<file path="src/hw/rtl/bthalloc_pkg.sv">
// bthalloc_pkg: shared types and constants of the boundary-tag heap allocator.
// Holds the controller states, datapath operation codes, command/status structs.
// No dependencies.
`timescale 1ns / 1ps

package bthalloc_pkg;

    typedef enum logic [1:0] {
        ST_ALLOC = 2'd0,
        ST_ZERO  = 2'd1,
        ST_OOM   = 2'd2,
        ST_FREED = 2'd3
    } status_t;

    localparam logic CFG_FIT_MODE    = 1'b0;
    localparam logic CFG_CHUNK_BYTES = 1'b1;

    localparam logic KIND_FREE = 1'b1;

    typedef enum logic [4:0] {
        S_INIT,
        S_IDLE,
        S_FIT_RD,
        S_FIT_CHK,
        S_GROW,
        S_G_HDR,
        S_G_FTR,
        S_G_EPI,
        S_M_RDP,
        S_M_CAPP,
        S_M_CHK,
        S_M_HDR,
        S_M_FTR,
        S_PLACE,
        S_P_FTR,
        S_PS_FTR,
        S_PS_RHDR,
        S_PS_RFTR,
        S_FW_RD,
        S_FW_CHK,
        S_F_HDR,
        S_F_FTR,
        S_DONE
    } state_t;

    typedef enum logic [4:0] {
        OP_NONE,
        OP_CLEAR,
        OP_LOAD,
        OP_RD_HDR,
        OP_ADVANCE,
        OP_TAKE,
        OP_GROW_BEGIN,
        OP_W_HDR,
        OP_W_FTR,
        OP_W_EPI,
        OP_RD_PREV,
        OP_CAP_PREV,
        OP_MERGE_CALC,
        OP_W_PHDR,
        OP_W_PFTR,
        OP_W_RHDR,
        OP_W_RFTR,
        OP_GRANT,
        OP_NOGRANT
    } dp_op_t;

    typedef struct packed {
        dp_op_t op;
        logic   flag;
    } cmd_t;

    typedef struct packed {
        logic clr_last;
        logic in_free;
        logic req_zero;
        logic hdr_zero;
        logic hdr_alloc;
        logic fits;
        logic walk_more;
        logic free_hit;
        logic grow_ok;
        logic both_alloc;
        logic split;
    } dp_sts_t;

endpackage

</file>
<file path="src/hw/rtl/bthalloc_ctrl.sv">
// bthalloc_ctrl: sequencer of the allocator (init sweep, fit search, grow,
// coalesce, place, free walk) and the result word register. Uses bthalloc_pkg.
`timescale 1ns / 1ps

module bthalloc_ctrl (
    input  logic                  clk,
    input  logic                  rst_n,
    input  logic                  in_valid,
    output logic                  in_ready,
    output logic                  out_valid,
    input  logic                  out_ready,
    output bthalloc_pkg::status_t status,
    input  bthalloc_pkg::dp_sts_t sts,
    output bthalloc_pkg::cmd_t    cmd
);

    bthalloc_pkg::state_t  state_reg, state_next;
    bthalloc_pkg::status_t res_reg, res_next;
    bthalloc_pkg::status_t status_reg, status_next;
    logic                  after_free_reg, after_free_next;
    logic                  out_valid_reg, out_valid_next;
    logic                  accept, out_free;

    assign accept   = in_valid && in_ready;
    assign out_free = !out_valid_reg || out_ready;

    always_comb
    begin
        state_next = state_reg;
        case (state_reg)
            bthalloc_pkg::S_INIT:
                if (sts.clr_last) state_next = bthalloc_pkg::S_IDLE;
            bthalloc_pkg::S_IDLE:
                if (in_valid)
                begin
                    if (sts.in_free)       state_next = bthalloc_pkg::S_FW_RD;
                    else if (sts.req_zero) state_next = bthalloc_pkg::S_DONE;
                    else                   state_next = bthalloc_pkg::S_FIT_RD;
                end
            bthalloc_pkg::S_FIT_RD:  state_next = bthalloc_pkg::S_FIT_CHK;
            bthalloc_pkg::S_FIT_CHK:
                if (sts.hdr_zero)                    state_next = bthalloc_pkg::S_GROW;
                else if (!sts.hdr_alloc && sts.fits) state_next = bthalloc_pkg::S_PLACE;
            bthalloc_pkg::S_GROW:
                state_next = sts.grow_ok ? bthalloc_pkg::S_G_HDR : bthalloc_pkg::S_DONE;
            bthalloc_pkg::S_G_HDR:   state_next = bthalloc_pkg::S_G_FTR;
            bthalloc_pkg::S_G_FTR:   state_next = bthalloc_pkg::S_G_EPI;
            bthalloc_pkg::S_G_EPI:   state_next = bthalloc_pkg::S_M_RDP;
            bthalloc_pkg::S_M_RDP:   state_next = bthalloc_pkg::S_M_CAPP;
            bthalloc_pkg::S_M_CAPP:  state_next = bthalloc_pkg::S_M_CHK;
            bthalloc_pkg::S_M_CHK:
                if (!sts.both_alloc)  state_next = bthalloc_pkg::S_M_HDR;
                else if (after_free_reg) state_next = bthalloc_pkg::S_DONE;
                else                  state_next = bthalloc_pkg::S_PLACE;
            bthalloc_pkg::S_M_HDR:   state_next = bthalloc_pkg::S_M_FTR;
            bthalloc_pkg::S_M_FTR:
                state_next = after_free_reg ? bthalloc_pkg::S_DONE : bthalloc_pkg::S_PLACE;
            bthalloc_pkg::S_PLACE:
                state_next = sts.split ? bthalloc_pkg::S_PS_FTR : bthalloc_pkg::S_P_FTR;
            bthalloc_pkg::S_P_FTR:   state_next = bthalloc_pkg::S_DONE;
            bthalloc_pkg::S_PS_FTR:  state_next = bthalloc_pkg::S_PS_RHDR;
            bthalloc_pkg::S_PS_RHDR: state_next = bthalloc_pkg::S_PS_RFTR;
            bthalloc_pkg::S_PS_RFTR: state_next = bthalloc_pkg::S_DONE;
            bthalloc_pkg::S_FW_RD:   state_next = bthalloc_pkg::S_FW_CHK;
            bthalloc_pkg::S_FW_CHK:
                if (!sts.walk_more)
                    state_next = sts.free_hit ? bthalloc_pkg::S_F_HDR : bthalloc_pkg::S_DONE;
            bthalloc_pkg::S_F_HDR:   state_next = bthalloc_pkg::S_F_FTR;
            bthalloc_pkg::S_F_FTR:   state_next = bthalloc_pkg::S_M_RDP;
            bthalloc_pkg::S_DONE:
                if (out_free) state_next = bthalloc_pkg::S_IDLE;
            default:                 state_next = bthalloc_pkg::S_INIT;
        endcase
    end

    always_comb
    begin
        cmd.op          = bthalloc_pkg::OP_NONE;
        cmd.flag        = 1'b0;
        in_ready        = 1'b0;
        res_next        = res_reg;
        after_free_next = after_free_reg;
        status_next     = status_reg;
        out_valid_next  = out_valid_reg && !out_ready;
        case (state_reg)
            bthalloc_pkg::S_INIT:    cmd.op = bthalloc_pkg::OP_CLEAR;
            bthalloc_pkg::S_IDLE:
            begin
                in_ready = 1'b1;
                if (in_valid)
                begin
                    cmd.op          = bthalloc_pkg::OP_LOAD;
                    after_free_next = sts.in_free;
                    if (sts.in_free)       res_next = bthalloc_pkg::ST_FREED;
                    else if (sts.req_zero) res_next = bthalloc_pkg::ST_ZERO;
                    else                   res_next = bthalloc_pkg::ST_ALLOC;
                end
            end
            bthalloc_pkg::S_FIT_RD:  cmd.op = bthalloc_pkg::OP_RD_HDR;
            bthalloc_pkg::S_FIT_CHK:
                if (sts.hdr_zero)                    cmd.op = bthalloc_pkg::OP_NONE;
                else if (!sts.hdr_alloc && sts.fits) cmd.op = bthalloc_pkg::OP_TAKE;
                else                                 cmd.op = bthalloc_pkg::OP_ADVANCE;
            bthalloc_pkg::S_GROW:
                if (sts.grow_ok) cmd.op = bthalloc_pkg::OP_GROW_BEGIN;
                else             res_next = bthalloc_pkg::ST_OOM;
            bthalloc_pkg::S_G_HDR:   cmd.op = bthalloc_pkg::OP_W_HDR;
            bthalloc_pkg::S_G_FTR:   cmd.op = bthalloc_pkg::OP_W_FTR;
            bthalloc_pkg::S_G_EPI:   cmd.op = bthalloc_pkg::OP_W_EPI;
            bthalloc_pkg::S_M_RDP:   cmd.op = bthalloc_pkg::OP_RD_PREV;
            bthalloc_pkg::S_M_CAPP:  cmd.op = bthalloc_pkg::OP_CAP_PREV;
            bthalloc_pkg::S_M_CHK:
                if (!sts.both_alloc) cmd.op = bthalloc_pkg::OP_MERGE_CALC;
            bthalloc_pkg::S_M_HDR:   cmd.op = bthalloc_pkg::OP_W_HDR;
            bthalloc_pkg::S_M_FTR:   cmd.op = bthalloc_pkg::OP_W_FTR;
            bthalloc_pkg::S_PLACE:
            begin
                cmd.op   = sts.split ? bthalloc_pkg::OP_W_PHDR : bthalloc_pkg::OP_W_HDR;
                cmd.flag = 1'b1;
            end
            bthalloc_pkg::S_P_FTR:
            begin
                cmd.op   = bthalloc_pkg::OP_W_FTR;
                cmd.flag = 1'b1;
            end
            bthalloc_pkg::S_PS_FTR:  cmd.op = bthalloc_pkg::OP_W_PFTR;
            bthalloc_pkg::S_PS_RHDR: cmd.op = bthalloc_pkg::OP_W_RHDR;
            bthalloc_pkg::S_PS_RFTR: cmd.op = bthalloc_pkg::OP_W_RFTR;
            bthalloc_pkg::S_FW_RD:   cmd.op = bthalloc_pkg::OP_RD_HDR;
            bthalloc_pkg::S_FW_CHK:
                if (sts.walk_more)     cmd.op = bthalloc_pkg::OP_ADVANCE;
                else if (sts.free_hit) cmd.op = bthalloc_pkg::OP_TAKE;
            bthalloc_pkg::S_F_HDR:   cmd.op = bthalloc_pkg::OP_W_HDR;
            bthalloc_pkg::S_F_FTR:   cmd.op = bthalloc_pkg::OP_W_FTR;
            bthalloc_pkg::S_DONE:
                if (out_free)
                begin
                    cmd.op = (res_reg == bthalloc_pkg::ST_ALLOC) ? bthalloc_pkg::OP_GRANT
                                                                  : bthalloc_pkg::OP_NOGRANT;
                    out_valid_next = 1'b1;
                    status_next    = res_reg;
                end
            default: ;
        endcase
    end

    always_ff @(posedge clk or negedge rst_n)
    begin
        if (!rst_n)
        begin
            state_reg      <= bthalloc_pkg::S_INIT;
            res_reg        <= bthalloc_pkg::ST_ALLOC;
            after_free_reg <= 1'b0;
            out_valid_reg  <= 1'b0;
            status_reg     <= bthalloc_pkg::ST_ALLOC;
        end
        else
        begin
            state_reg      <= state_next;
            res_reg        <= res_next;
            after_free_reg <= after_free_next;
            out_valid_reg  <= out_valid_next;
            status_reg     <= status_next;
        end
    end

    assign out_valid = out_valid_reg;
    assign status    = status_reg;

    a_busy_after_accept: assert property (@(posedge clk) disable iff (!rst_n)
        accept |=> !in_ready)
        else $error("request taken while busy");

    a_word_from_done: assert property (@(posedge clk) disable iff (!rst_n)
        $rose(out_valid_reg) |-> $past(state_reg) == bthalloc_pkg::S_DONE)
        else $error("result word raised outside completion");

    a_no_overwrite: assert property (@(posedge clk) disable iff (!rst_n)
        (out_valid_reg && !out_ready) |-> cmd.op != bthalloc_pkg::OP_GRANT
                                          && cmd.op != bthalloc_pkg::OP_NOGRANT)
        else $error("pending result word overwritten");

endmodule

</file>
<file path="config.mk">
export PLATFORM = sky130hd
export DESIGN_NAME = bthalloc_ctrl
export DESIGN_NICKNAME = d
export VERILOG_FILES = /design/src/hw/rtl/bthalloc_pkg.sv /design/src/hw/rtl/bthalloc_ctrl.sv
export SDC_FILE = /design/constraint.sdc
export NUM_CORES = 1
export LEC_CHECK = 0
export ABC_CLOCK_PERIOD_IN_PS = 1850
export BUFFER_PORTS_ARGS = -buffer_cell sky130_fd_sc_hd__buf_4
export CAP_MARGIN = 20
export CORE_MARGIN = 5
export CORE_UTILIZATION = 39
export CTS_CLUSTER_DIAMETER = 40
export DETAILED_ROUTE_END_ITERATION = 8
export GPL_TIMING_DRIVEN = 0
export HOLD_SLACK_MARGIN = 0.15
export MAX_ROUTING_LAYER = met4
export PLACE_DENSITY_LB_ADDON = 0.3
export SLEW_MARGIN = 20
export SYNTH_ARGS = -nofsm -noshare
export SYNTH_HDL_FRONTEND = slang
export SYNTH_SLANG_ARGS = --single-unit
</file>
<file path="constraint.sdc">
create_clock -name clk -period 1.85 [get_ports clk]
set_input_delay 0.185 -clock clk [delete_from_list [all_inputs] [get_ports clk]]
set_output_delay 0.185 -clock clk [all_outputs]
set_load 0.1 [all_outputs]
</file>
==> flow_metrics.py <==
metrics = {
    "die": {
        "pin_count": 25,
        "die_h_um": 66.90,
        "die_x_um": 66.90,
        "initial_core_util": 0.4102,
        "die_area_mm2": 0.004475,
        "core_area_mm2": 0.003078,
        "rows": 20,
    },
    "sta": {
        "max_slew.worst_pin.slew_ns": 0.4690,
        "fin_ws_ns": -0.2632,
        "rsz0062_at_grt": "true",
        "clock_skew_ns": 0.008143,
        "hold_viol": 0,
        "fin_crit_ns": 2.113,
        "drv_slew": 0,
        "fin_crit_sh": 1.142,
        "fmax_mhz": 473.2,
        "setup_viol": 11,
        "max_slew_margin": 0.6870,
    },
    "grt": {
        "grt_pass1_vias": 1565,
        "grt_overflow": 0,
        "grt_usage": 0.2390,
        "antenna_found_initial": 0,
        "grt_pass1_wl_um": 7969,
        "grt_max_degree": 12,
    },
    "clock_tree": {
        "cts_buffers": 3,
        "cts_tree": "yes",
        "cts_root_buf": "clkbuf_4",
        "insertion_delay_ns": 0.27,
        "path_clk_slew_ns": 0.07,
        "cts_sinks": 11,
        "h-tree-depth": 1,
        "cts_buffer_depth": 2,
    },
    "synth": {
        "synth.distinct_cells": 47,
        "synth_top_cell_area_share": 0.2180,
        "yosysTopAreaCell": "dfrtp_1",
        "synth-seq-area-share": 0.2180,
        "async_flop_share": 1.000,
        "synth_area_mm2": 0.001262,
        "synth_edf_count": 0,
        "yosysWarningCount": 0,
        "synth.top_cells.by_count": "nor2_1 (20), nand2_1 (18), o21ai_0 (18)",
        "synth.avg_cell_area_um2": 7.133,
        "ys.flop_type": "dfrtp_1",
        "syn_inst": 177,
        "synth-seq-cells": 11,
        "synth.area.top_cells": "dfrtp_1 (22%), o21ai_0 (7.1%), nor2_1 (5.9%)",
        "yosysMostFrequentCell": "nor2_1",
        "synth_fp_nets": 192,
    },
    "critical_path": {
        "required_ns": 1.66,
        "path_max_fanout": 6,
        "start_kind": "flip-flop",
        "timing.rr.start": "state_reg[3]$_DFFE_PN0P_",
        "cp-startpoint": "state_reg[4]$_DFFE_PN0P_",
        "arrival_ns": 1.93,
        "worstSetupPathType": "flip-flop to output port",
        "cp-end-kind": "output port",
    },
    "routing": {
        "drtIter0Drc": 155,
        "firstDrtPassIters": 5,
        "drc": 0,
        "routed_via_density": 6.142,
        "dr_total_vias": 1689,
        "ant_nets": 0,
        "wirelength_um": 5214,
        "wl_per_cell_um": 18.96,
    },
    "final_layout": {
        "largest_reg_flops": 5,
        "antenna_cells": 0,
        "synthToLayoutAreaGrowth_pct": 70.86,
        "final_nets": 247,
        "final_util": 0.7008,
        "drive_above_1_share": 0.5281,
    },
    "placed_design": {
        "place.gp.congestion": 0.9661,
        "hpwl_um": 3289,
        "port_buffers": 24,
    },
    "outcome": {
        "outcome": "complete, but fails checks",
        "violations": "negative setup slack",
    },
    "flow_run": {
        "cap_violations": 0,
    },
    "hold_path": {
        "hold_path_class": "primary input to flip-flop",
        "worstHoldStart": "sts[9]",
    },
}
==> area by class of cell <==
cell class | instances | area, µm²
inverter | 3 | 18.77
fill | 228 | 920.9
sequential | 11 | 282.8
timing repair buffer | 51 | 447.9
clock buffer | 4 | 26.28
tap | 44 | 55.05
buffer | 13 | 148.9
multi-input combinational | 149 | 1177
==> cell usage in the layout, fill, tap and decap left out, types with 5 or more instances in the layout <==
cell       n
nor2_1    12
clkbuf_4   6
o21ai_0   14
nand2_1   15
buf_12     5
buf_4     45
nand2b_1   5
dfrtp_1    7
nor2_2     7
nor2b_1    6
a21oi_1    9
==> critical path: stages (launching register included) <==
cell and delay (ns):
dfrtp_2 0.41, buf_4 0.16, clkinvlp_4 0.19, nand2_2 0.17, a21oi_2 0.09, nor4_4 0.35
o21ai_4 0.11, buf_12 0.18
==> per-layer routing <==
metal,wire length [µm],global-route usage
met5,0,-
met4,112,0.06329
met3,484,0.05396
met2,2429,0.3700
met1,2189,0.3136
==> through the flow <==
step                      TNS, ns  instance area (µm²)  setup slack (ns)  cells  hold WS [ns]
after floorplan           -0.1936                 1396          -0.07641    177       -0.1106
after CTS                  -1.465                 1988           -0.2314    263        0.1646
after global routing       -2.708                 2157           -0.3517    275        0.1707
after detailed placement   -2.061                 1632           -0.4279    245       0.02334
after global placement     -2.059                 1632           -0.4390    245       0.01910
final                      -1.852                 2157           -0.2632    275        0.1760
==> timing repair <==
item / in CTS / in global routing
hold buffers: 1 / 0
cloned: 1 / 0
hold endpoints to repair: 11 / 0
setup buffers: 13 / 12
resized for setup: 60 / 23
endpoints found under the setup margin: 12 / 13
pin swaps: 16 / 6
==> cells by family (layout without fill, tap and decap cells) <==
logic type                after synthesis  after routing  share of synthesized area
and+or+nand+nor                        83             83                     0.3558
AOI/OAI and AO/OA                      61             61                     0.3221
buffers and inverters                  17             71                    0.06144
DFF                                    11             11                     0.2180
muxes                                   4              4                    0.03568
xor gates and xnor gates                1              1                   0.006939
==> final timing paths <==
| kind | cells after the start | slack (ns) | end |
|---|---|---|---|
| worst min-delay path | 2 | 0.18 | res_reg[1]$_DFFE_PN0P_ |
| worst max register to register | 5 | -0.15 | state_reg[0]$_DFFE_PN0P_ |
| worst max-delay path | 7 | -0.26 | cmd[1] |
| min in group asynchronous | 2 | 0.28 | state_reg[3]$_DFFE_PN0P_ |
| max in group asynchronous | 2 | 1.40 | out_valid$_DFF_PN0_ |
| worst min register to register | 1 | 0.52 | status[0]$_DFFE_PN0P_ |
Power is left out: the tool's default activity adds up to more than one toggle a clock period on the data nets, which glitch-free logic cannot reach.
